===== src/rtl/bpq_pkg.sv =====
// Types, codes and constants shared by the bounded priority queue modules.
// No dependencies.
package bpq_pkg;

    localparam int DEF_CAPACITY = 16;
    localparam int OCC_W        = 5;

    localparam logic [1:0] MODE_ENQ  = 2'd0;
    localparam logic [1:0] MODE_DEQ  = 2'd1;
    localparam logic [1:0] MODE_PEEK = 2'd2;

    localparam logic [1:0] ST_OK    = 2'd0;
    localparam logic [1:0] ST_EMPTY = 2'd1;
    localparam logic [1:0] ST_FULL  = 2'd2;

    typedef struct packed {
        logic        [1:0]  mode;
        logic signed [31:0] item_value;
        logic signed [15:0] item_priority;
    } req_t;

    typedef struct packed {
        logic signed [31:0]    out_value;
        logic signed [15:0]    out_priority;
        logic        [1:0]     status;
        logic        [OCC_W-1:0] occupancy;
        logic                  is_empty;
        logic                  is_full;
    } rsp_t;

    typedef struct packed {
        logic signed [31:0] value;
        logic signed [15:0] prio;
    } entry_t;

    typedef enum logic [2:0] {
        S_IDLE,
        S_DECIDE,
        S_SCAN,
        S_SCAN_DRAIN,
        S_SHIFT_INIT,
        S_SHIFT,
        S_SHIFT_DRAIN,
        S_RESULT
    } state_t;

    // Controller to datapath
    typedef struct packed {
        logic capture;
        logic scan_init;
        logic scan_read;
        logic shift_init;
        logic shift_read;
        logic load_result;
    } cmd_t;

    // Datapath to controller
    typedef struct packed {
        logic need_scan;   // dequeue or peek on a non-empty store
        logic is_deq;
        logic at_last;     // pointer sits on the last held entry
        logic shift_none;  // maximum was the newest entry
        logic out_free;    // output register empty or being drained
    } sts_t;

endpackage


===== src/rtl/bpq_ctrl.sv =====
// Sequencer for the bounded priority queue: scan, compact and result steps.
// Depends on bpq_pkg.
module bpq_ctrl
    import bpq_pkg::*;
(
    input  logic clk,
    input  logic rst_n,
    input  logic req_valid,
    output logic req_ready,
    input  sts_t sts,
    output cmd_t cmd
);

    state_t state_reg;
    state_t state_next;

    always_ff @(posedge clk or negedge rst_n)
    begin
        if (!rst_n)
        begin
            state_reg <= S_IDLE;
        end
        else
        begin
            state_reg <= state_next;
        end
    end

    always_comb
    begin
        state_next = state_reg;
        unique case (state_reg)
            S_IDLE:
            begin
                if (req_valid)
                begin
                    state_next = S_DECIDE;
                end
            end
            S_DECIDE:
            begin
                state_next = sts.need_scan ? S_SCAN : S_RESULT;
            end
            S_SCAN:
            begin
                if (sts.at_last)
                begin
                    state_next = S_SCAN_DRAIN;
                end
            end
            S_SCAN_DRAIN:
            begin
                state_next = sts.is_deq ? S_SHIFT_INIT : S_RESULT;
            end
            S_SHIFT_INIT:
            begin
                state_next = sts.shift_none ? S_RESULT : S_SHIFT;
            end
            S_SHIFT:
            begin
                if (sts.at_last)
                begin
                    state_next = S_SHIFT_DRAIN;
                end
            end
            S_SHIFT_DRAIN:
            begin
                state_next = S_RESULT;
            end
            S_RESULT:
            begin
                if (sts.out_free)
                begin
                    state_next = S_IDLE;
                end
            end
            default:
            begin
                state_next = S_IDLE;
            end
        endcase
    end

    always_comb
    begin
        cmd       = '0;
        req_ready = 1'b0;
        unique case (state_reg)
            S_IDLE:
            begin
                req_ready   = 1'b1;
                cmd.capture = req_valid;
            end
            S_DECIDE:      cmd.scan_init   = 1'b1;
            S_SCAN:        cmd.scan_read   = 1'b1;
            S_SCAN_DRAIN:  cmd             = '0;
            S_SHIFT_INIT:  cmd.shift_init  = 1'b1;
            S_SHIFT:       cmd.shift_read  = 1'b1;
            S_SHIFT_DRAIN: cmd             = '0;
            S_RESULT:      cmd.load_result = sts.out_free;
            default:       cmd             = '0;
        endcase
    end

endmodule


===== src/rtl/bpq_dp.sv =====
// Datapath of the bounded priority queue: entry memory, scan pointer,
// running maximum, occupancy and output register. Depends on bpq_pkg.
module bpq_dp
    import bpq_pkg::*;
#(
    parameter int CAPACITY = DEF_CAPACITY
)
(
    input  logic clk,
    input  logic rst_n,
    input  req_t req,
    input  cmd_t cmd,
    output sts_t sts,
    output logic rsp_valid,
    input  logic rsp_ready,
    output rsp_t rsp
);

    localparam int IDX_W = (CAPACITY > 1) ? $clog2(CAPACITY) : 1;
    localparam int CNT_W = $clog2(CAPACITY + 1);
    localparam logic [CNT_W-1:0] CAP_CNT = CNT_W'(CAPACITY);

    entry_t mem [CAPACITY];

    logic [1:0]       mode_reg;
    entry_t           item_reg;
    logic [CNT_W-1:0] count_reg;
    logic [CNT_W-1:0] count_next;
    logic [CNT_W-1:0] ptr_reg;
    entry_t           rd_data_reg;
    logic [IDX_W-1:0] rd_pos_reg;
    logic             rd_valid_reg;
    logic             shift_wr_reg;
    logic [IDX_W-1:0] wr_addr_reg;
    entry_t           best_reg;
    logic [IDX_W-1:0] best_pos_reg;
    logic             rsp_valid_reg;
    rsp_t             rsp_reg;
    rsp_t             rsp_next;

    logic             wr_en;
    logic [IDX_W-1:0] wr_addr;
    entry_t           wr_data;
    logic             enq_ok;

    assign enq_ok = (mode_reg == MODE_ENQ) && (count_reg != CAP_CNT);

    // Single write port: compaction moves or the enqueue append.
    always_comb
    begin
        wr_en   = 1'b0;
        wr_addr = wr_addr_reg;
        wr_data = rd_data_reg;
        if (shift_wr_reg)
        begin
            wr_en = 1'b1;
        end
        else if (cmd.load_result && enq_ok)
        begin
            wr_en   = 1'b1;
            wr_addr = count_reg[IDX_W-1:0];
            wr_data = item_reg;
        end
    end

    always_ff @(posedge clk)
    begin
        if (wr_en)
        begin
            mem[wr_addr] <= wr_data;
        end
        rd_data_reg <= mem[ptr_reg[IDX_W-1:0]];
    end

    // Payload registers, no reset
    always_ff @(posedge clk)
    begin
        if (cmd.capture)
        begin
            mode_reg       <= req.mode;
            item_reg.value <= req.item_value;
            item_reg.prio  <= req.item_priority;
        end
        rd_pos_reg <= ptr_reg[IDX_W-1:0];
        if (cmd.shift_read)
        begin
            wr_addr_reg <= IDX_W'(ptr_reg - CNT_W'(1));
        end
        // Oldest wins ties: only a strictly larger priority replaces.
        if (rd_valid_reg &&
            ((rd_pos_reg == '0) || (rd_data_reg.prio > best_reg.prio)))
        begin
            best_reg     <= rd_data_reg;
            best_pos_reg <= rd_pos_reg;
        end
        if (cmd.load_result)
        begin
            rsp_reg <= rsp_next;
        end
    end

    always_ff @(posedge clk or negedge rst_n)
    begin
        if (!rst_n)
        begin
            count_reg     <= '0;
            ptr_reg       <= '0;
            rd_valid_reg  <= 1'b0;
            shift_wr_reg  <= 1'b0;
            rsp_valid_reg <= 1'b0;
        end
        else
        begin
            rd_valid_reg <= cmd.scan_read;
            shift_wr_reg <= cmd.shift_read;
            if (cmd.scan_init)
            begin
                ptr_reg <= '0;
            end
            else if (cmd.shift_init)
            begin
                ptr_reg <= CNT_W'(best_pos_reg) + CNT_W'(1);
            end
            else if (cmd.scan_read || cmd.shift_read)
            begin
                ptr_reg <= ptr_reg + CNT_W'(1);
            end
            if (cmd.load_result)
            begin
                count_reg     <= count_next;
                rsp_valid_reg <= 1'b1;
            end
            else if (rsp_ready)
            begin
                rsp_valid_reg <= 1'b0;
            end
        end
    end

    // Result assembly
    always_comb
    begin
        count_next            = count_reg;
        rsp_next              = '0;
        rsp_next.status       = ST_OK;
        unique case (mode_reg)
            MODE_ENQ:
            begin
                if (enq_ok)
                begin
                    count_next = count_reg + CNT_W'(1);
                end
                else
                begin
                    rsp_next.status = ST_FULL;
                end
            end
            MODE_DEQ, MODE_PEEK:
            begin
                if (count_reg == '0)
                begin
                    rsp_next.status = ST_EMPTY;
                end
                else
                begin
                    rsp_next.out_value    = best_reg.value;
                    rsp_next.out_priority = best_reg.prio;
                    if (mode_reg == MODE_DEQ)
                    begin
                        count_next = count_reg - CNT_W'(1);
                    end
                end
            end
            default:
            begin
                count_next = count_reg;
            end
        endcase
        rsp_next.occupancy = OCC_W'(count_next);
        rsp_next.is_empty  = (count_next == '0);
        rsp_next.is_full   = (count_next == CAP_CNT);
    end

    assign sts.need_scan  = ((mode_reg == MODE_DEQ) || (mode_reg == MODE_PEEK))
                            && (count_reg != '0);
    assign sts.is_deq     = (mode_reg == MODE_DEQ);
    assign sts.at_last    = (ptr_reg == (count_reg - CNT_W'(1)));
    assign sts.shift_none = ((CNT_W'(best_pos_reg) + CNT_W'(1)) == count_reg);
    assign sts.out_free   = !rsp_valid_reg || rsp_ready;

    assign rsp_valid = rsp_valid_reg;
    assign rsp       = rsp_reg;

endmodule


===== src/rtl/bounded_priority_queue.sv =====
// Bounded priority queue with extract-max; depends on bpq_pkg, bpq_ctrl, bpq_dp.
// Steps from accept to result valid: enqueue, unused mode and empty/full cases go from
// decide to result; peek adds the scan of the N held entries; dequeue adds a compaction
// step unless the maximum is the newest entry; a waiting result in the output holds the load.
// Throughput: one request at a time, the next accepted in the cycle after the result loads,
// set by the one-entry-per-cycle scan. Reset: async, clears count and control only.
module bounded_priority_queue
    import bpq_pkg::*;
#(
    parameter int CAPACITY = DEF_CAPACITY
)
(
    input  logic clk,
    input  logic rst_n,
    input  logic req_valid,
    output logic req_ready,
    input  req_t req,
    output logic rsp_valid,
    input  logic rsp_ready,
    output rsp_t rsp
);

    // Command and status between the sequencer and the datapath.
    cmd_t cmd;
    sts_t sts;

    // Sequencer: one request held from accept until its result is
    // loaded into the output register. The output register lets the next
    // request be accepted while the previous result still waits.
    bpq_ctrl u_ctrl (
        .clk       (clk),
        .rst_n     (rst_n),
        .req_valid (req_valid),
        .req_ready (req_ready),
        .sts       (sts),
        .cmd       (cmd)
    );

    // Datapath: entries kept in arrival order in a memory with registered
    // read. The scan reads one entry per cycle tracking the running maximum;
    // dequeue then moves each newer entry down one slot, one per cycle.
    bpq_dp #(
        .CAPACITY (CAPACITY)
    ) u_dp (
        .clk       (clk),
        .rst_n     (rst_n),
        .req       (req),
        .cmd       (cmd),
        .sts       (sts),
        .rsp_valid (rsp_valid),
        .rsp_ready (rsp_ready),
        .rsp       (rsp)
    );

endmodule


===== config.mk =====
export PLATFORM = sky130hd
export DESIGN_NAME = bounded_priority_queue
export DESIGN_NICKNAME = d
export VERILOG_FILES = /design/src/rtl/bpq_pkg.sv /design/src/rtl/bpq_ctrl.sv /design/src/rtl/bpq_dp.sv /design/src/rtl/bounded_priority_queue.sv
export SDC_FILE = /design/constraint.sdc
export NUM_CORES = 1
export LEC_CHECK = 0
export ABC_CLOCK_PERIOD_IN_PS = 17000
export BUFFER_PORTS_ARGS = -buffer_cell sky130_fd_sc_hd__clkbuf_2
export CAP_MARGIN = 5
export CORE_MARGIN = 10
export CORE_UTILIZATION = 50
export CTS_CLUSTER_DIAMETER = 60
export DETAILED_ROUTE_END_ITERATION = 12
export GPL_TIMING_DRIVEN = 1
export HOLD_SLACK_MARGIN = 0.03
export PLACE_DENSITY_LB_ADDON = 0.1
export SETUP_SLACK_MARGIN = 0.4
export SLEW_MARGIN = 20
export SYNTH_ARGS = -nofsm -noshare
export SYNTH_HDL_FRONTEND = slang
export SYNTH_HIERARCHICAL = 1
export SYNTH_SLANG_ARGS = --single-unit

===== constraint.sdc =====
create_clock -name clk -period 17 [get_ports clk]
set_input_delay 3.4 -clock clk [delete_from_list [all_inputs] [get_ports clk]]
set_output_delay 3.4 -clock clk [all_outputs]
set_load 0.01 [all_outputs]

==> out/qor.yml <==
cells_and_area:
  final_nets: 1919
  largest_reg_flops: 768
  drive_gt1_frac: 0.328
  layout_common_cells: "edfxtp_1 (931), mux4_2 (240), clkbuf_2 (112), clkbuf_16 (105), dfxtp_1 (52)"
  final_common_cell: "edfxtp_1"
  fill_cells: 5405
  multi_input_area_um2: 7880
  final_util: 0.577
  antenna_cells: 0
  finalInstanceArea_um2: 43000
  synthToLayoutAreaGrowth_pct: 14.3
  regArea_um2: 29400
worst_setup_path:
  timing.rr.start: "u_dp/count_reg[0]$_DFFE_PN0P_"
  worstPathArrival_ps: 7400
  worst-r2r-setup-slack_ps: 11770
  cp-end-kind: "register"
  path_max_fanout: 54
  startpoint_type: "input pin"
  r2r_end: "u_dp/mem[3][29]$_DFFE_PP_"
  critPathKind: "in2reg"
  critPathRequiredTime_ps: 17250
  reg2reg_depth: 8
sta:
  min_period_ps: 7150
  layout_setup_ws_ps: 9850
  whs_ps: 425
  finClkSkew_ps: 18.0
  rsz0062_at_grt: "false"
  final-setup-viol-count: 0
  timing.final.crit_share: 0.421
  fmax_mhz: 140
  worst_slew_pin_slew_ps: 1100
  final_max_slew_viol_count: 0
  tns_ps: 0
  hold_viol: 0
  slew_headroom: 0.267
clock_network:
  clock_path_buffers: 3
  cts_sinks: 999
  cts_root_buf: "clkbuf_16"
  post_cts_resized: 0
  htreeDepth: 3
  clock_latency_ps: 640
  cts_hold_buf: 0
  cts_tree: "yes"
  path_clk_slew_ps: 60
  cts_buffers: 102
  cts_setup_buffers: 0
logic_synthesis:
  synth_seq_cells: 999
  netlist_area_um2: 37600
  synth_flop_cell: "edfxtp_1"
  synthCells: 1681
  synth_nets: 1759
  synth_compound_area_frac: 0.0109
  syn_avg_cell_area_um2: 22.4
  synth_edf_count: 931
  synth-simple-area-share: 0.0239
  yosys_warnings: 6
  synth-async-reset-ratio: 0.0160
  ys_seq_area_frac: 0.782
  synth_cell_types: 52
  synth_xor_area_frac: 0.00396
  synth_fa_ha_area_frac: 0.00799
  synthMuxAreaShare: 0.159
  synth_top_family_by_area: "multiplexers"
placed_design:
  portBuffers: 112
  gp_congestion: 0.733
  place_hpwl_um: 40500
  place_ws_ps: 9120
  dpl_cell_area_um2: 39400
flow_run:
  drv_cap: 0
pwr:
  power_density_nw_per_um2: 179
  p_leak_nw: 14.0
  ir_drop_uv: 138
min_path:
  min_from: "u_dp/rd_data_reg[31]$_DFF_P_"
  hold_depth: 0
  hold_end: "u_dp/best_reg[31]$_DFFE_PP_"
  holdCritPathClass: "reg2reg"
floorplanning:
  dieHeight_um: 294
  num_io_pins: 113
  die_area_um2: 86600
  die_x_um: 294
  fp.coreArea_um2: 74400
  rows: 100
  start_util: 0.505
grt:
  grt_use_met1: 0.255
  antenna_found_initial: 0
  grt_max_degree: 106
  gr-total-overflow: 0
  use_met3: 0.0279
  grt_pass1_vias: 17800
  gr-max-usage-layer: "met2"
  use_met2: 0.309
  grt_pass1_wl_um: 117000
  grt.total_usage: 0.186
routing:
  antenna_left: 0
  viasPerCell: 5.86
  wl_per_cell_um: 27.5
  drc: 0
  drt_first_iter_violations: 1381
  vias: 17000
  drt-total-wl_um: 79700
  firstDrtPassIters: 5
run_status:
  status: "finished, final reports clean"
==> worst max-delay path by stage <==
stage                         start                         to  slack [ps]  cells past startpoint
final                     rsp_ready   u_dp/mem[5][9]$_DFFE_PP_        9850                     11
after global routing      rsp_ready   u_dp/mem[5][9]$_DFFE_PP_        9650                     11
after CTS                 rsp_ready  u_dp/mem[0][29]$_DFFE_PP_        9780                      9
after detailed placement  rsp_ready  u_dp/mem[0][23]$_DFFE_PP_        9120                      9
after global placement    rsp_ready  u_dp/mem[0][18]$_DFFE_PP_        9230                      9
after floorplan           rsp_ready   u_dp/mem[5][0]$_DFFE_PP_        7390                      9
==> metrics by stage <==
stage | power (mW) | std cells
after CTS | 7.78 | 2898
after global routing | 8.04 | 2899
after floorplan | 4.87 | 1681
final | 7.69 | 2899
after detailed placement | 5.48 | 2705
after global placement | 5.43 | 2705
==> critical path: stages <==
cell      delay, ps
clkbuf_2         70
nand2b_1        130
nand2_1         120
nor2_4          160
nand4b_1        750
buf_4           730
nor3b_1         310
a31oi_1          70
or2_2           420
nor2_4          480
buf_4           720
==> cell usage after synthesis (all sizes together), types with 2 or more instances <==
cell | instances | area [um^2]
a21oi | 15 | 78.8
o31ai | 4 | 30.0
nor3b | 5 | 37.5
a31oi | 8 | 50.1
mux2 | 50 | 563
a211oi | 4 | 30.0
nor3 | 18 | 100
nor4 | 2 | 12.5
nand2 | 17 | 63.8
nand4 | 4 | 25.0
a21o | 4 | 30.0
edfxtp | 931 | 28000
a2111oi | 2 | 17.5
inv | 33 | 124
mux4 | 240 | 5410
xor2 | 11 | 96.3
o21a | 2 | 15.0
clkbuf | 56 | 210
ha | 24 | 300
and2 | 2 | 12.5
nor2 | 47 | 176
nor2b | 5 | 31.3
a22oi | 2 | 15.0
nand2b | 7 | 43.8
dfrtp | 16 | 400
dfxtp | 52 | 1040
and3 | 36 | 230
o21ai | 17 | 85.1
or2 | 3 | 18.8
nand3 | 16 | 80.1
buf | 28 | 131
xnor2 | 6 | 52.6
==> layout make-up <==
class | instances | area share
clock buffers | 128 | 0.0653
clock inverters | 65 | 0.0168
inverters | 33 | 0.00288
multi-input cells | 565 | 0.183
flip-flops and latches | 999 | 0.685
well taps | 969 | 0.0282
repair buffers | 140 | 0.0187
==> power breakdown <==
group / internal [mW] / total (mW) / switching [mW]
combinational: 0.775 / 1.79 / 1.01
clock: 1.38 / 2.29 / 0.906
sequential: 3.39 / 3.61 / 0.220
total: 5.55 / 7.69 / 2.14
==> kinds of logic (layout without fill, tap and decap cells) <==
logic type / count (synthesis) / count (layout)
buffers and inverters: 117 / 366
flip-flops: 999 / 999
AND/OR/NAND/NOR: 169 / 169
XOR/XNOR: 17 / 17
multiplexers: 291 / 291
AO/OA/AOI/OAI: 64 / 64
adder cells (fa/ha/maj): 24 / 24
==> metal layers <==
| metal | vias to the layer above | part of all wire |
|---|---|---|
| met3 | 94 | 0.049 |
| met1 | 9128 | 0.43 |
| met5 | - | 0 |
| met4 | 0 | 0.018 |
| met2 | 456 | 0.50 |
| li1 | 7324 | - |
No activity file was read; power rests on OpenSTA's default activity.
